## config.mk

```make
export PLATFORM = sky130hd
export DESIGN_NAME = page_replacement_policy
export DESIGN_NICKNAME = d
export VERILOG_FILES = /design/src/rtl/prp_pkg.sv /design/src/rtl/prp_cell.sv /design/src/rtl/page_replacement_policy.sv
export SDC_FILE = /design/constraint.sdc
export NUM_CORES = 1
export LEC_CHECK = 0
export BUFFER_PORTS_ARGS = -buffer_cell sky130_fd_sc_hd__buf_2
export CORE_MARGIN = 5
export CORE_UTILIZATION = 45
export DETAILED_ROUTE_END_ITERATION = 7
export PLACE_DENSITY = 0.68
export SYNTH_ARGS = -nofsm -noshare
export SYNTH_HDL_FRONTEND = slang
export SYNTH_SLANG_ARGS = --single-unit
```

## constraint.sdc

```tcl
create_clock -name clock -period 9.19 [get_ports clock]
set_input_delay 1.838 -clock clock [delete_from_list [all_inputs] [get_ports clock]]
set_output_delay 1.838 -clock clock [all_outputs]
set_load 0.02 [all_outputs]
```

## src/rtl/prp_pkg.sv

```systemverilog
`timescale 1ns / 1ps

package prp_pkg;

   // widths of the travelling records, sized for the largest parameter values
   localparam int IDX_MAX_W  = 4;
   localparam int DIST_MAX_W = 16;
   localparam int AGE_MAX_W  = 4;
   localparam int PAGE_W     = 7;

   localparam logic [1:0] POLICY_OPT  = 2'd0;
   localparam logic [1:0] POLICY_FIFO = 2'd1;
   localparam logic [1:0] POLICY_LRU  = 2'd2;

   localparam logic REG_POLICY = 1'b0;

   // search token passed from cell to cell
   typedef struct packed {
      logic                  valid;
      logic [PAGE_W-1:0]     page;
      logic                  hit;
      logic [IDX_MAX_W-1:0]  hit_idx;
      logic                  free;
      logic [IDX_MAX_W-1:0]  free_idx;
      logic [DIST_MAX_W-1:0] best_dist;
      logic [IDX_MAX_W-1:0]  dist_idx;
      logic [AGE_MAX_W-1:0]  best_age;
      logic [IDX_MAX_W-1:0]  age_idx;
   } scan_type;

   // bookkeeping command broadcast to every cell
   typedef struct packed {
      logic                  valid;
      logic [IDX_MAX_W-1:0]  target;
      logic                  fill;
      logic                  age_all;
      logic [PAGE_W-1:0]     page;
      logic [DIST_MAX_W-1:0] distance;
      logic [AGE_MAX_W-1:0]  old_rank;
   } update_type;

endpackage

```

## src/rtl/prp_cell.sv

```systemverilog
`timescale 1ns / 1ps

module prp_cell import prp_pkg::*; #(
   parameter int IDX = 0,
   parameter int DW  = 10,
   parameter int AW  = 2
) (
   input  logic              clock,
   input  logic              reset,
   input  scan_type          scan_in,
   output scan_type          scan_out,
   input  update_type        update,
   output logic [PAGE_W-1:0] page_out,
   output logic [AW-1:0]     age_out
);

   localparam logic [IDX_MAX_W-1:0] MY_IDX = IDX_MAX_W'(IDX);

   logic [PAGE_W-1:0] page_ff;
   logic [PAGE_W-1:0] page_in;
   logic              valid_ff;
   logic              valid_in;
   logic [DW-1:0]     dist_ff;
   logic [DW-1:0]     dist_in;
   logic [AW-1:0]     age_ff;
   logic [AW-1:0]     age_in;
   scan_type          scan_ff;
   scan_type          scan_in_next;

   always_comb begin
      scan_in_next = scan_in;
      if (!scan_in.hit && valid_ff && (page_ff == scan_in.page)) begin
         scan_in_next.hit     = 1'b1;
         scan_in_next.hit_idx = MY_IDX;
      end
      if (!scan_in.free && !valid_ff) begin
         scan_in_next.free     = 1'b1;
         scan_in_next.free_idx = MY_IDX;
      end
      if (DIST_MAX_W'(dist_ff) > scan_in.best_dist) begin
         scan_in_next.best_dist = DIST_MAX_W'(dist_ff);
         scan_in_next.dist_idx  = MY_IDX;
      end
      if (AGE_MAX_W'(age_ff) > scan_in.best_age) begin
         scan_in_next.best_age = AGE_MAX_W'(age_ff);
         scan_in_next.age_idx  = MY_IDX;
      end
   end

   always_comb begin
      page_in  = page_ff;
      valid_in = valid_ff;
      dist_in  = dist_ff;
      age_in   = age_ff;
      if (update.valid) begin
         if (update.target == MY_IDX) begin
            age_in  = '0;
            dist_in = DW'(update.distance);
            if (update.fill) begin
               page_in  = update.page;
               valid_in = 1'b1;
            end
         end else if (valid_ff) begin
            if (update.age_all || (AGE_MAX_W'(age_ff) < update.old_rank)) begin
               age_in = age_ff + AW'(1);
            end
            if (dist_ff != '0) begin
               dist_in = dist_ff - DW'(1);
            end
         end
      end
   end

   always_ff @(posedge clock) begin
      if (reset) begin
         valid_ff <= 1'b0;
         dist_ff  <= '0;
         age_ff   <= '0;
         scan_ff  <= '0;
      end else begin
         valid_ff <= valid_in;
         dist_ff  <= dist_in;
         age_ff   <= age_in;
         scan_ff  <= scan_in_next;
      end
   end

   always_ff @(posedge clock) begin
      page_ff <= page_in;
   end

   assign scan_out = scan_ff;
   assign page_out = page_ff;
   assign age_out  = age_ff;

endmodule

```

## src/rtl/page_replacement_policy.sv

```systemverilog
`timescale 1ns / 1ps

// Page replacement unit with a FRAMES-entry frame table and a selectable victim policy
// (optimal next-use, first-in first-out, least recently used). One transaction is in work
// at a time and passes through these steps: acceptance, the page-number division (a
// reciprocal multiply), launch of the search, the search token walking the row of frame
// cells one cell per cycle, and the commit of the bookkeeping, which loads the result
// register. The commit waits while a previous result has not yet been taken; a new request
// can be accepted while a result waits.
module page_replacement_policy import prp_pkg::*; #(
   parameter int FRAMES     = 4,
   parameter int PAGE_WORDS = 10,
   parameter int HORIZON    = 512
) (
   input  logic        clock,
   input  logic        reset,
   input  logic        req_valid,
   output logic        req_ready,
   input  logic [9:0]  req_address,
   input  logic [9:0]  req_next_use,
   output logic        rsp_valid,
   input  logic        rsp_ready,
   output logic [6:0]  rsp_page_number,
   output logic        rsp_hit,
   output logic [1:0]  rsp_frame,
   output logic        rsp_evicted,
   output logic [6:0]  rsp_evicted_page,
   output logic [15:0] rsp_fault_total,
   input  logic        psel,
   input  logic        penable,
   input  logic        pwrite,
   input  logic [2:0]  paddr,
   input  logic [31:0] pwdata,
   output logic [31:0] prdata,
   output logic        pready
);

   localparam int IW    = (FRAMES > 1) ? $clog2(FRAMES) : 1;
   localparam int AW    = IW;
   localparam int DW    = $clog2(HORIZON + 1);
   localparam int SHIFT = 10 + $clog2(PAGE_WORDS);
   localparam int RECIP = ((2 ** SHIFT) + PAGE_WORDS - 1) / PAGE_WORDS;
   localparam int PW    = 10 + SHIFT + 1;
   localparam logic [IW-1:0] LAST_FRAME = IW'(FRAMES - 1);

   localparam logic [2:0] ST_IDLE   = 3'd0;
   localparam logic [2:0] ST_DIV    = 3'd1;
   localparam logic [2:0] ST_INJECT = 3'd2;
   localparam logic [2:0] ST_SCAN   = 3'd3;
   localparam logic [2:0] ST_COMMIT = 3'd4;

   logic [2:0]        state_ff;
   logic [2:0]        state_in;
   logic [9:0]        addr_ff;
   logic [DW-1:0]     dist_ff;
   logic [PAGE_W-1:0] page_ff;
   logic [PW-1:0]     product;
   logic [1:0]        policy_ff;
   logic [IW-1:0]     fifo_ff;
   logic [IW-1:0]     fifo_in;
   logic [15:0]       fault_ff;
   logic [15:0]       fault_in;
   logic [IW-1:0]     target_ff;
   logic [IW-1:0]     target_in;
   logic              hit_ff;
   logic              evict_ff;
   logic              evict_in;
   logic              age_all_ff;
   logic              age_all_in;
   logic              commit;
   logic              csr_write;

   logic              rsp_valid_ff;
   logic [6:0]        rsp_page_ff;
   logic              rsp_hit_ff;
   logic [1:0]        rsp_frame_ff;
   logic              rsp_evicted_ff;
   logic [6:0]        rsp_evicted_page_ff;
   logic [15:0]       rsp_fault_ff;

   scan_type          chain [FRAMES+1];
   scan_type          scan_last;
   update_type        update;
   logic [PAGE_W-1:0] pages [FRAMES];
   logic [AW-1:0]     ages  [FRAMES];

   assign req_ready = (state_ff == ST_IDLE);
   assign commit    = (state_ff == ST_COMMIT) && (!rsp_valid_ff || rsp_ready);
   assign product   = PW'(addr_ff) * PW'(RECIP);
   assign scan_last = chain[FRAMES];

   always_comb begin
      chain[0]       = '0;
      chain[0].valid = (state_ff == ST_INJECT);
      chain[0].page  = page_ff;
   end

   for (genvar i = 0; i < FRAMES; i++) begin : g_cell
      prp_cell #(
         .IDX (i),
         .DW  (DW),
         .AW  (AW)
      ) u_cell (
         .clock    (clock),
         .reset    (reset),
         .scan_in  (chain[i]),
         .scan_out (chain[i+1]),
         .update   (update),
         .page_out (pages[i]),
         .age_out  (ages[i])
      );
   end

   // frame choice (hit, free frame or victim) and fault count once the token has passed every cell
   always_comb begin
      target_in  = target_ff;
      evict_in   = 1'b0;
      age_all_in = 1'b0;
      fifo_in    = fifo_ff;
      fault_in   = fault_ff;
      if (scan_last.hit) begin
         target_in = IW'(scan_last.hit_idx);
      end else begin
         if (fault_ff != '1) begin
            fault_in = fault_ff + 16'd1;
         end
         if (scan_last.free) begin
            target_in  = IW'(scan_last.free_idx);
            age_all_in = 1'b1;
         end else begin
            evict_in = 1'b1;
            case (policy_ff)
               POLICY_OPT: target_in = IW'(scan_last.dist_idx);
               POLICY_LRU: target_in = IW'(scan_last.age_idx);
               default: begin
                  target_in = fifo_ff;
                  fifo_in   = (fifo_ff == LAST_FRAME) ? '0 : fifo_ff + IW'(1);
               end
            endcase
         end
      end
   end

   always_comb begin
      update          = '0;
      update.valid    = commit;
      update.target   = IDX_MAX_W'(target_ff);
      update.fill     = !hit_ff;
      update.age_all  = age_all_ff;
      update.page     = page_ff;
      update.distance = DIST_MAX_W'(dist_ff);
      update.old_rank = AGE_MAX_W'(ages[target_ff]);
   end

   always_comb begin
      state_in = state_ff;
      case (state_ff)
         ST_IDLE:   if (req_valid) state_in = ST_DIV;
         ST_DIV:    state_in = ST_INJECT;
         ST_INJECT: state_in = ST_SCAN;
         ST_SCAN:   if (scan_last.valid) state_in = ST_COMMIT;
         ST_COMMIT: if (commit) state_in = ST_IDLE;
         default:   state_in = ST_IDLE;
      endcase
   end

   always_ff @(posedge clock) begin
      if (reset) begin
         state_ff     <= ST_IDLE;
         policy_ff    <= POLICY_FIFO;
         fifo_ff      <= '0;
         fault_ff     <= '0;
         rsp_valid_ff <= 1'b0;
      end else begin
         state_ff <= state_in;
         if (csr_write) begin
            policy_ff <= pwdata[1:0];
         end
         if ((state_ff == ST_SCAN) && scan_last.valid) begin
            fifo_ff  <= fifo_in;
            fault_ff <= fault_in;
         end
         if (commit) begin
            rsp_valid_ff <= 1'b1;
         end else if (rsp_ready) begin
            rsp_valid_ff <= 1'b0;
         end
      end
   end

   always_ff @(posedge clock) begin
      if (req_valid && req_ready) begin
         addr_ff <= req_address;
         if (int'(req_next_use) > HORIZON) begin
            dist_ff <= DW'(HORIZON);
         end else begin
            dist_ff <= DW'(req_next_use);
         end
      end
      if (state_ff == ST_DIV) begin
         page_ff <= PAGE_W'(product >> SHIFT);
      end
      if ((state_ff == ST_SCAN) && scan_last.valid) begin
         target_ff  <= target_in;
         hit_ff     <= scan_last.hit;
         evict_ff   <= evict_in;
         age_all_ff <= age_all_in;
      end
      if (commit) begin
         rsp_page_ff         <= page_ff;
         rsp_hit_ff          <= hit_ff;
         rsp_frame_ff        <= 2'(target_ff);
         rsp_evicted_ff      <= evict_ff;
         rsp_evicted_page_ff <= evict_ff ? pages[target_ff] : '0;
         rsp_fault_ff        <= fault_ff;
      end
   end

   assign csr_write = psel && penable && pwrite && (paddr[2] == REG_POLICY);
   assign prdata    = (paddr[2] == REG_POLICY) ? 32'(policy_ff) : '0;
   assign pready    = 1'b1;

   assign rsp_valid        = rsp_valid_ff;
   assign rsp_page_number  = rsp_page_ff;
   assign rsp_hit          = rsp_hit_ff;
   assign rsp_frame        = rsp_frame_ff;
   assign rsp_evicted      = rsp_evicted_ff;
   assign rsp_evicted_page = rsp_evicted_page_ff;
   assign rsp_fault_total  = rsp_fault_ff;

endmodule

```

==> out/qor.txt, run 1 <==
LOGIC SYNTHESIS
----------------------------------------------------------------------------------------
Synth Cell Area                                                                13600 um2
Mean Syn Cell Area                                                              9.98 um2
Post-synthesis cell count                                                           1366
Total of flip-flops plus latches after synthesis                                     259
Share of the yosys chip area belonging to registers                                0.450
Count of cell types in the netlist                                                    79
Predominant post-synthesis flop cell                                        sky130_fd_sc_hd__dfxtp_1
Synthesis Warnings                                                                     0
Async set or reset register ratio after synthesis                                      0
Post-synth EDFFs                                                                      94

STA
----------------------------------------------------------------------------------------
Relative slew margins                                                              0.217
Fin crit period                                                                  4.97 ns
Final-report max-slew violation count                                                  0
Crit share post-route                                                              0.541
TNS Setup                                                                           0 ns
Final setup fails                                                                      0
Fmax                                                                           0.201 GHz
Final Hold Viols                                                                       0
Slew at the pin with the worst max-slew slack                                    1.17 ns
RSZ-0062 raised after global routing                                               false
Worst Clk Skew                                                                 0.0130 ns

GRT
----------------------------------------------------------------------------------------
Total routing resource utilization after global routing                            0.160
Global-route wire length before repair                                           45.5 mm
Pin count of the biggest net entering global routing                                  86
Grt total ovfl                                                                         0
Initial antenna violation count                                                        0
Via count of the first global-routing pass                                          9264

CRITICAL PATH
----------------------------------------------------------------------------------------
Cell occurring most often along the worst timing path                       sky130_fd_sc_hd__fa_1
Critical path fanouts, max                                                             5
Data required, critical path                                                     9.50 ns
Minimum setup slack among reg-to-reg paths                                       4.22 ns
Cell depth of the worst flop-to-flop path                                             15
Critical-path top delay cell                                                sky130_fd_sc_hd__fa_1
Worst path buffer plus inverter count                                                  4
Number of cells on the critical path                                                  15
Arr. time, crit path                                                             5.28 ns
Kind of capture point of the worst setup path                                   register
Worst Path Class, Setup                                                          reg2reg
Critical Path Max Stage Delay                                                    0.56 ns
Nature of the critical path startpoint                                          register
Critical path, cell by cell                                                 fa_1, inv_1, fa_1, inv_1, fa_1, fa_1, inv_1, fa_1, inv_1, ha_1, a21oi_1, o22ai_1, a211oi_1, a31oi_1, o311ai_0
CP top delay family                                                          adder cells

CLOCKING
----------------------------------------------------------------------------------------
Count of buffers added by post-CTS timing repair for setup                             0
H-tree depth                                                                           1
Later-pin clock latency in the skew report                                       0.54 ns
Worst-case clock buffer depth                                                          3
Clk sinks                                                                            259
# hold bufs at CTS                                                                     0
Number of buffers added by the clock tree synthesis step                              28
Clock transition at path regs                                                    0.06 ns
CTS root buf                                                                sky130_fd_sc_hd__clkbuf_16
Number of gates resized after cts                                                      0
Clock tree from TritonCTS                                                            yes

DETAILED ROUTING
----------------------------------------------------------------------------------------
Post-detailed-routing wire length                                                26.6 mm
Routed len/inst                                                                  14.5 um
First-iteration detailed-routing DRC count                                           531
Detailed-route via count                                                            9501
DRC                                                                                    0
Routed via count divided by cell count                                              5.18
Post-detailed-route count of antenna-violating nets                                    0
Number of search-and-repair iterations in the first detailed-routing pass              6

POWER AND IR DROP
----------------------------------------------------------------------------------------
Peak ir drop on the vdd network                                                 0.133 mV
Switching share of power                                                           0.271
Net Switching                                                                 0.000791 W
P per Cell Area                                                               194 nW/um2
Clock share of power                                                               0.370
Pint                                                                           0.00212 W
Proportion of power drawn by flip-flops and latches                                0.444
Leakage power summed over all cells                                              6.17 nW
Share of power burned in combinational logic                                       0.185

DIE
----------------------------------------------------------------------------------------
Die Width                                                                         184 um
I/O pins                                                                             131
Number of rows in the core area                                                       63
Y dimension of the die                                                            184 um
Initial cell density of the core                                                   0.457
Die Outline Area                                                               33900 um2
CORE AREA                                                                      29800 um2

FINAL LAYOUT
----------------------------------------------------------------------------------------
Non-filler instance count after layout                                              1834
Syn-to-layout area delta                                                           10.5%
Antenna Cells                                                                          0
Ratio of cells with drive above 1 in the final layout                              0.103
Number of nets at the end of the flow                                               1621

PLACEMENT
----------------------------------------------------------------------------------------
Number of I/O port buffers                                                            67
Routability cong.                                                                  0.827
Detailed-placement wirelength estimate                                           19.3 mm
Dpl cells                                                                           1782

OUTCOME
----------------------------------------------------------------------------------------
Result of the run                                                           complete, no violations

MIN PATH
----------------------------------------------------------------------------------------
Cells on Worst Hold Path                                                               1
Worst hold-check path type                                                       reg2reg

FLOW RUN
----------------------------------------------------------------------------------------
Max Cap Violations                                                                     0

[sequential cells by signal, indices dropped and copies added, names as in the netlist, 8 cells and up]
register	flops
g_cell.u_cell.age_out	8
addr_ff	10
g_cell.u_cell.page_out	28
dist_ff	10
fault_ff	16
rsp_fault_total	16
g_cell.u_cell.dist_ff	40
g_cell.u_cell.scan_out	89
[per-stage QoR]
stage | instance area, um2 | setup slack, ns | power (W) | util | hold WS (ns)
4_1_cts | 15100 | 4.15 | 0.00294 | 0.505 | 0.400
2_1_floorplan | 13700 | 4.63 | 0.00174 | - | 0.391
3_5_place_dp | 14200 | 4.18 | 0.00186 | 0.475 | 0.406
5_1_grt | 15100 | 3.83 | 0.00310 | 0.505 | 0.416
3_3_place_gp | 14200 | 4.24 | 0.00184 | 0.475 | 0.401
6_report | 15100 | 4.22 | 0.00292 | 0.505 | 0.405
[cells by family after synthesis]
family / synth area share
AOI/OAI and AO/OA: 0.111
xor gates and xnor gates: 0.0321
adders and majority gates: 0.142
buffers and inverters: 0.0721
DFF: 0.450
muxes: 0.0353
other: 0.000551
and+or+nand+nor: 0.157
[area by class of cell]
| type | instances | area (um2) |
|---|---|---|
| clock buffers | 39 | 773 |
| clock inverters | 13 | 118 |
| well taps | 390 | 488 |
| repair buffers | 78 | 420 |
| flip-flops and latches | 259 | 6130 |
| inverters | 133 | 499 |
| fillers | 2700 | 14700 |
| multi-input cells | 922 | 6630 |
[placed cells by master, fill, tap and decap left out, types with 5 or more instances in the layout]
cell,synthesis,final
sky130_fd_sc_hd__a211oi_1,11,11
sky130_fd_sc_hd__a21o_1,7,7
sky130_fd_sc_hd__a21oi_1,90,90
sky130_fd_sc_hd__a22o_1,5,5
sky130_fd_sc_hd__a22oi_1,6,6
sky130_fd_sc_hd__a31oi_1,6,6
sky130_fd_sc_hd__and2_1,10,10
sky130_fd_sc_hd__and3_1,9,9
sky130_fd_sc_hd__buf_2,13,66
sky130_fd_sc_hd__buf_4,31,12
sky130_fd_sc_hd__clkbuf_1,30,9
sky130_fd_sc_hd__clkbuf_16,0,29
sky130_fd_sc_hd__conb_1,2,31
sky130_fd_sc_hd__dfxtp_1,165,165
sky130_fd_sc_hd__edfxtp_1,94,94
sky130_fd_sc_hd__fa_1,29,29
sky130_fd_sc_hd__ha_1,108,108
sky130_fd_sc_hd__inv_1,133,133
sky130_fd_sc_hd__mux2i_1,30,30
sky130_fd_sc_hd__mux4_2,8,8
sky130_fd_sc_hd__nand2_1,79,79
sky130_fd_sc_hd__nand2b_1,6,6
sky130_fd_sc_hd__nand3_1,13,13
sky130_fd_sc_hd__nand4_1,16,16
sky130_fd_sc_hd__nor2_1,146,146
sky130_fd_sc_hd__nor2b_1,53,53
sky130_fd_sc_hd__nor3_1,33,33
sky130_fd_sc_hd__nor4_1,10,10
sky130_fd_sc_hd__o21ai_0,67,66
sky130_fd_sc_hd__o22ai_1,5,5
sky130_fd_sc_hd__or3_1,5,5
sky130_fd_sc_hd__or4_1,7,7
sky130_fd_sc_hd__xnor2_1,25,25
sky130_fd_sc_hd__xor2_1,25,25
[synth_stat cells, types with 6 or more instances]
master                       n  share of area
sky130_fd_sc_hd__nand2b_1    6         0.0028
sky130_fd_sc_hd__or4_1       7         0.0039
sky130_fd_sc_hd__inv_1     133          0.037
sky130_fd_sc_hd__nor4_1     10         0.0046
sky130_fd_sc_hd__ha_1      108          0.099
sky130_fd_sc_hd__nor2_1    146          0.040
sky130_fd_sc_hd__nand4_1    16         0.0073
sky130_fd_sc_hd__a22oi_1     6         0.0033
sky130_fd_sc_hd__nor3_1     33          0.012
sky130_fd_sc_hd__mux4_2      8          0.013
sky130_fd_sc_hd__nand2_1    79          0.022
sky130_fd_sc_hd__buf_4      31          0.017
sky130_fd_sc_hd__fa_1       29          0.043
sky130_fd_sc_hd__nor2b_1    53          0.024
sky130_fd_sc_hd__o21ai_0    67          0.025
sky130_fd_sc_hd__a21o_1      7         0.0039
sky130_fd_sc_hd__mux2i_1    30          0.022
sky130_fd_sc_hd__dfxtp_1   165           0.24
sky130_fd_sc_hd__a211oi_1   11         0.0061
sky130_fd_sc_hd__xnor2_1    25          0.016
sky130_fd_sc_hd__nand3_1    13         0.0048
sky130_fd_sc_hd__clkbuf_1   30         0.0083
sky130_fd_sc_hd__xor2_1     25          0.016
sky130_fd_sc_hd__and2_1     10         0.0046
sky130_fd_sc_hd__buf_2      13         0.0048
sky130_fd_sc_hd__edfxtp_1   94           0.21
sky130_fd_sc_hd__a21oi_1    90          0.033
sky130_fd_sc_hd__a31oi_1     6         0.0028
sky130_fd_sc_hd__and3_1      9         0.0041
[per-layer routing]
layer,vias to the layer above,global-route usage,wire (um)
met4,0,0.0387,469
li1,4778,-,-
met2,215,0.271,12500
met1,4473,0.216,12300
met5,-,0,0
met3,35,0.0249,1400
[worst register-to-register path, cell delays in order, from the launching register on]
cell,delay [ns]
sky130_fd_sc_hd__edfxtp_1,0.47
sky130_fd_sc_hd__fa_1,0.56
sky130_fd_sc_hd__inv_1,0.05
sky130_fd_sc_hd__fa_1,0.37
sky130_fd_sc_hd__inv_1,0.08
sky130_fd_sc_hd__fa_1,0.43
sky130_fd_sc_hd__fa_1,0.52
sky130_fd_sc_hd__inv_1,0.05
sky130_fd_sc_hd__fa_1,0.49
sky130_fd_sc_hd__inv_1,0.04
sky130_fd_sc_hd__ha_1,0.31
sky130_fd_sc_hd__a21oi_1,0.20
sky130_fd_sc_hd__o22ai_1,0.11
sky130_fd_sc_hd__a211oi_1,0.38
sky130_fd_sc_hd__a31oi_1,0.26
sky130_fd_sc_hd__o311ai_0,0.41
[power groups by stage]
stage               combinational [W]  clock [W]  sequential (W)
global placement             0.000521          0         0.00132
floorplan                    0.000439          0         0.00130
CTS                          0.000543    0.00110         0.00130
detailed placement           0.000535          0         0.00132
global route                 0.000633    0.00116         0.00130
finish                       0.000540    0.00108         0.00130
[path summary, 6_finish.rpt]
check / start / endpoint
max: addr_ff[7]$_DFFE_PP_ / page_ff[6]$_DFFE_PP_
min: g_cell[0].u_cell.scan_out[32]$_SDFF_PP0_ / g_cell[1].u_cell.scan_out[28]$_SDFF_PP0_
max reg2reg: addr_ff[7]$_DFFE_PP_ / page_ff[6]$_DFFE_PP_
min reg2reg: g_cell[0].u_cell.scan_out[32]$_SDFF_PP0_ / g_cell[1].u_cell.scan_out[28]$_SDFF_PP0_
No activity file was read; power rests on OpenSTA's default activity.
==> inputs of run 2 (changes only) <==
--- a/config.mk
+++ b/config.mk
@@ -5,6 +5,7 @@
 export SDC_FILE = /design/constraint.sdc
 export NUM_CORES = 1
 export LEC_CHECK = 0
+export ABC_AREA = 1
 export BUFFER_PORTS_ARGS = -buffer_cell sky130_fd_sc_hd__buf_2
 export CORE_MARGIN = 5
 export CORE_UTILIZATION = 45
==> constraint.sdc (replaced) <==
create_clock -name clock -period 4.96 [get_ports clock]
set_input_delay 0.992 -clock clock [delete_from_list [all_inputs] [get_ports clock]]
set_output_delay 0.992 -clock clock [all_outputs]
set_load 0.02 [all_outputs]
==> run 2 against run 1 <==
Compared with the run above:
- setup slack worse by 3.7 ns
- area after synthesis increased by 3.3%
- highest routed layer unchanged
- clock power up 97%
- clock skew grew 0.011 ns
- clock-buffer cell count fell by 6
==> out/qor.txt, run 2 <==
CRITICAL PATH
----------------------------------------------------------------------------------------
Critical path fanouts, max                                                             4
Nature of the critical path startpoint                                          register
Arr. time, crit path                                                             4.73 ns
Worst Path Class, Setup                                                          reg2reg
Critical-path top delay cell                                                sky130_fd_sc_hd__fa_1
Kind of capture point of the worst setup path                                   register
Critical Path Max Stage Delay                                                    0.57 ns
CP top delay family                                                          adder cells
Worst path buffer plus inverter count                                                  5
Critical path, cell by cell                                                 fa_1, inv_1, fa_1, inv_1, fa_1, fa_1, inv_1, fa_1, inv_1, ha_1, nand2_1, inv_1, a21oi_1, nor2_1, a21oi_1, nand3_1, nand2_1, nand2_1
Data required, critical path                                                     5.26 ns

GRT
----------------------------------------------------------------------------------------
Pin count of the biggest net entering global routing                                  91
Initial antenna violation count                                                        0
Global-route wire length before repair                                           51.4 mm
Grt total ovfl                                                                         0
Via count of the first global-routing pass                                         10700
Total routing resource utilization after global routing                            0.172

CLOCKING
----------------------------------------------------------------------------------------
Clock transition at path regs                                                    0.06 ns
# hold bufs at CTS                                                                     0
Worst-case clock buffer depth                                                          3
Count of buffers added by post-CTS timing repair for setup                             0
Clock tree from TritonCTS                                                            yes
CTS root buf                                                                sky130_fd_sc_hd__clkbuf_16
Number of gates resized after cts                                                      0
Later-pin clock latency in the skew report                                       0.55 ns
Number of buffers added by the clock tree synthesis step                              28
H-tree depth                                                                           1
Clk sinks                                                                            259

PLACEMENT
----------------------------------------------------------------------------------------
Number of I/O port buffers                                                            67
Detailed-placement wirelength estimate                                           22.8 mm
Routability cong.                                                                  0.892

DETAILED ROUTING
----------------------------------------------------------------------------------------
Post-detailed-routing wire length                                                30.4 mm
DRC                                                                                    0
Post-detailed-route count of antenna-violating nets                                    0
Routed via count divided by cell count                                              5.04
First-iteration detailed-routing DRC count                                           824
Number of search-and-repair iterations in the first detailed-routing pass              5
Routed len/inst                                                                  14.0 um
Detailed-route via count                                                           11000

DIE
----------------------------------------------------------------------------------------
Initial cell density of the core                                                   0.458
Die Width                                                                         187 um
Die Outline Area                                                               34900 um2
Y dimension of the die                                                            187 um
I/O pins                                                                             131
Number of rows in the core area                                                       64
CORE AREA                                                                      30700 um2

FINAL LAYOUT
----------------------------------------------------------------------------------------
Commonest cells after routing, fill and taps aside                          sky130_fd_sc_hd__nand2_1, sky130_fd_sc_hd__inv_1, sky130_fd_sc_hd__nor2_1
Combined area of the multi-input logic cells                                    6570 um2
Max reg flops                                                                         89
Antenna Cells                                                                          0
Number of nets at the end of the flow                                               1959
Count of fill cells added during filler insertion                                   2953
Ratio of cells with drive above 1 in the final layout                             0.0842
Sequential cell area                                                            6130 um2
Syn-to-layout area delta                                                           10.7%
Leading cell type in the layout, fill and taps excluded                     sky130_fd_sc_hd__nand2_1

LOGIC SYNTHESIS
----------------------------------------------------------------------------------------
Post-synth EDFFs                                                                      94
Async set or reset register ratio after synthesis                                      0
Mean Syn Cell Area                                                              8.27 um2
Synth Cell Area                                                                14100 um2
Post-synthesis cell count                                                           1701
Commonest cells in the netlist                                              sky130_fd_sc_hd__nand2_1, sky130_fd_sc_hd__inv_1, sky130_fd_sc_hd__nor2_1, sky130_fd_sc_hd__dfxtp_1, sky130_fd_sc_hd__ha_1
Top cells by area in the synthesized netlist                                sky130_fd_sc_hd__dfxtp_1, sky130_fd_sc_hd__edfxtp_1, sky130_fd_sc_hd__ha_1
Dominant cell type by area after synthesis                                  sky130_fd_sc_hd__dfxtp_1
Total of flip-flops plus latches after synthesis                                     259
Area share of the leading cell type in the synthesized netlist                     0.235
Most common cell in the netlist                                             sky130_fd_sc_hd__nand2_1
Predominant post-synthesis flop cell                                        sky130_fd_sc_hd__dfxtp_1
Count of cell types in the netlist                                                    48
Synthesis Warnings                                                                     0
Share of the yosys chip area belonging to registers                                0.435

POWER AND IR DROP
----------------------------------------------------------------------------------------
Leakage power summed over all cells                                              6.91 nW
Overall power                                                                  0.00615 W
P per Cell Area                                                               395 nW/um2
Peak ir drop on the vdd network                                                 0.412 mV

STA
----------------------------------------------------------------------------------------
RSZ-0062 raised after global routing                                               false
TNS Setup                                                                           0 ns
Crit share post-route                                                              0.893
Worst Clk Skew                                                                 0.0241 ns
Relative slew margins                                                              0.331
Final Hold Viols                                                                       0
Fmax                                                                           0.226 GHz
Final-report max-slew violation count                                                  0
Slew at the pin with the worst max-slew slack                                    1.00 ns
Final setup fails                                                                      0
Fin crit period                                                                  4.43 ns

MIN PATH
----------------------------------------------------------------------------------------
Worst hold-check path type                                                       reg2reg

FLOW RUN
----------------------------------------------------------------------------------------
Max Cap Violations                                                                     0

OUTCOME
----------------------------------------------------------------------------------------
Result of the run                                                           complete, no violations

[run 2: tightest hold or removal path, cell delays in order (launching register included)]
cell	delay [ns]
sky130_fd_sc_hd__dfxtp_1	0.30
sky130_fd_sc_hd__inv_1	0.04
sky130_fd_sc_hd__nor2_1	0.03
[run 2: cell type report]
| type | instances | share of cell area |
|---|---|---|
| clock buffers | 33 | 0.0462 |
| clock inverters | 19 | 0.0159 |
| inverters | 280 | 0.0676 |
| multi-input cells | 1120 | 0.422 |
| flip-flops and latches | 259 | 0.393 |
| well taps | 396 | 0.0318 |
| repair buffers | 71 | 0.0235 |
[run 2: cells by family (layout without fill, tap and decap cells)]
logic type	after synthesis	after routing	synth area share
DFF	259	259	0.435
AOI/OAI and AO/OA	253	253	0.0996
xor gates and xnor gates	34	34	0.0212
adders and majority gates	137	137	0.137
and+or+nand+nor	665	665	0.200
buffers and inverters	351	403	0.106
other	2	31	0.000534
[run 2: stage by stage]
stage / hold WS [ns] / cells / cell area [um2] / utilization / setup slack (ns)
6_report: 0.406 / 2178 / 15600 / 0.507 / 0.530
4_1_cts: 0.408 / 2178 / 15600 / 0.507 / 0.509
3_5_place_dp: 0.394 / 2126 / 14600 / 0.475 / 0.523
3_3_place_gp: 0.396 / 2126 / 14600 / 0.475 / 0.569
2_1_floorplan: 0.388 / 1730 / 14200 / - / 0.783
5_1_grt: 0.425 / 2178 / 15600 / 0.507 / 0.250
[run 2: layer usage]
layer | track usage | share of wire | up-vias
met5 | 0 | 0 | -
met3 | 0.0241 | 0.051 | 49
met2 | 0.296 | 0.47 | 265
met4 | 0.0401 | 0.020 | 0
li1 | - | - | 5605
met1 | 0.231 | 0.46 | 5067
[run 2: path summary, 6_finish.rpt]
| path | startpoint | endpoint | slack [ns] | cells after the start |
|---|---|---|---|---|
| hold reg to reg | g_cell[0].u_cell.scan_out[45]$_SDFF_PP0_ | g_cell[1].u_cell.scan_out[45]$_SDFF_PP0_ | 0.41 | 2 |
| setup reg to reg | addr_ff[7]$_DFFE_PP_ | page_ff[6]$_DFFE_PP_ | 0.53 | 18 |
| hold / removal | g_cell[0].u_cell.scan_out[45]$_SDFF_PP0_ | g_cell[1].u_cell.scan_out[45]$_SDFF_PP0_ | 0.41 | 2 |
| setup / recovery | addr_ff[7]$_DFFE_PP_ | page_ff[6]$_DFFE_PP_ | 0.53 | 18 |
[run 2: where the power goes]
group | internal (W) | switching, W
registers | 0.00234 | 0.0000875
logic | 0.000589 | 0.00101
clock network | 0.00126 | 0.000870
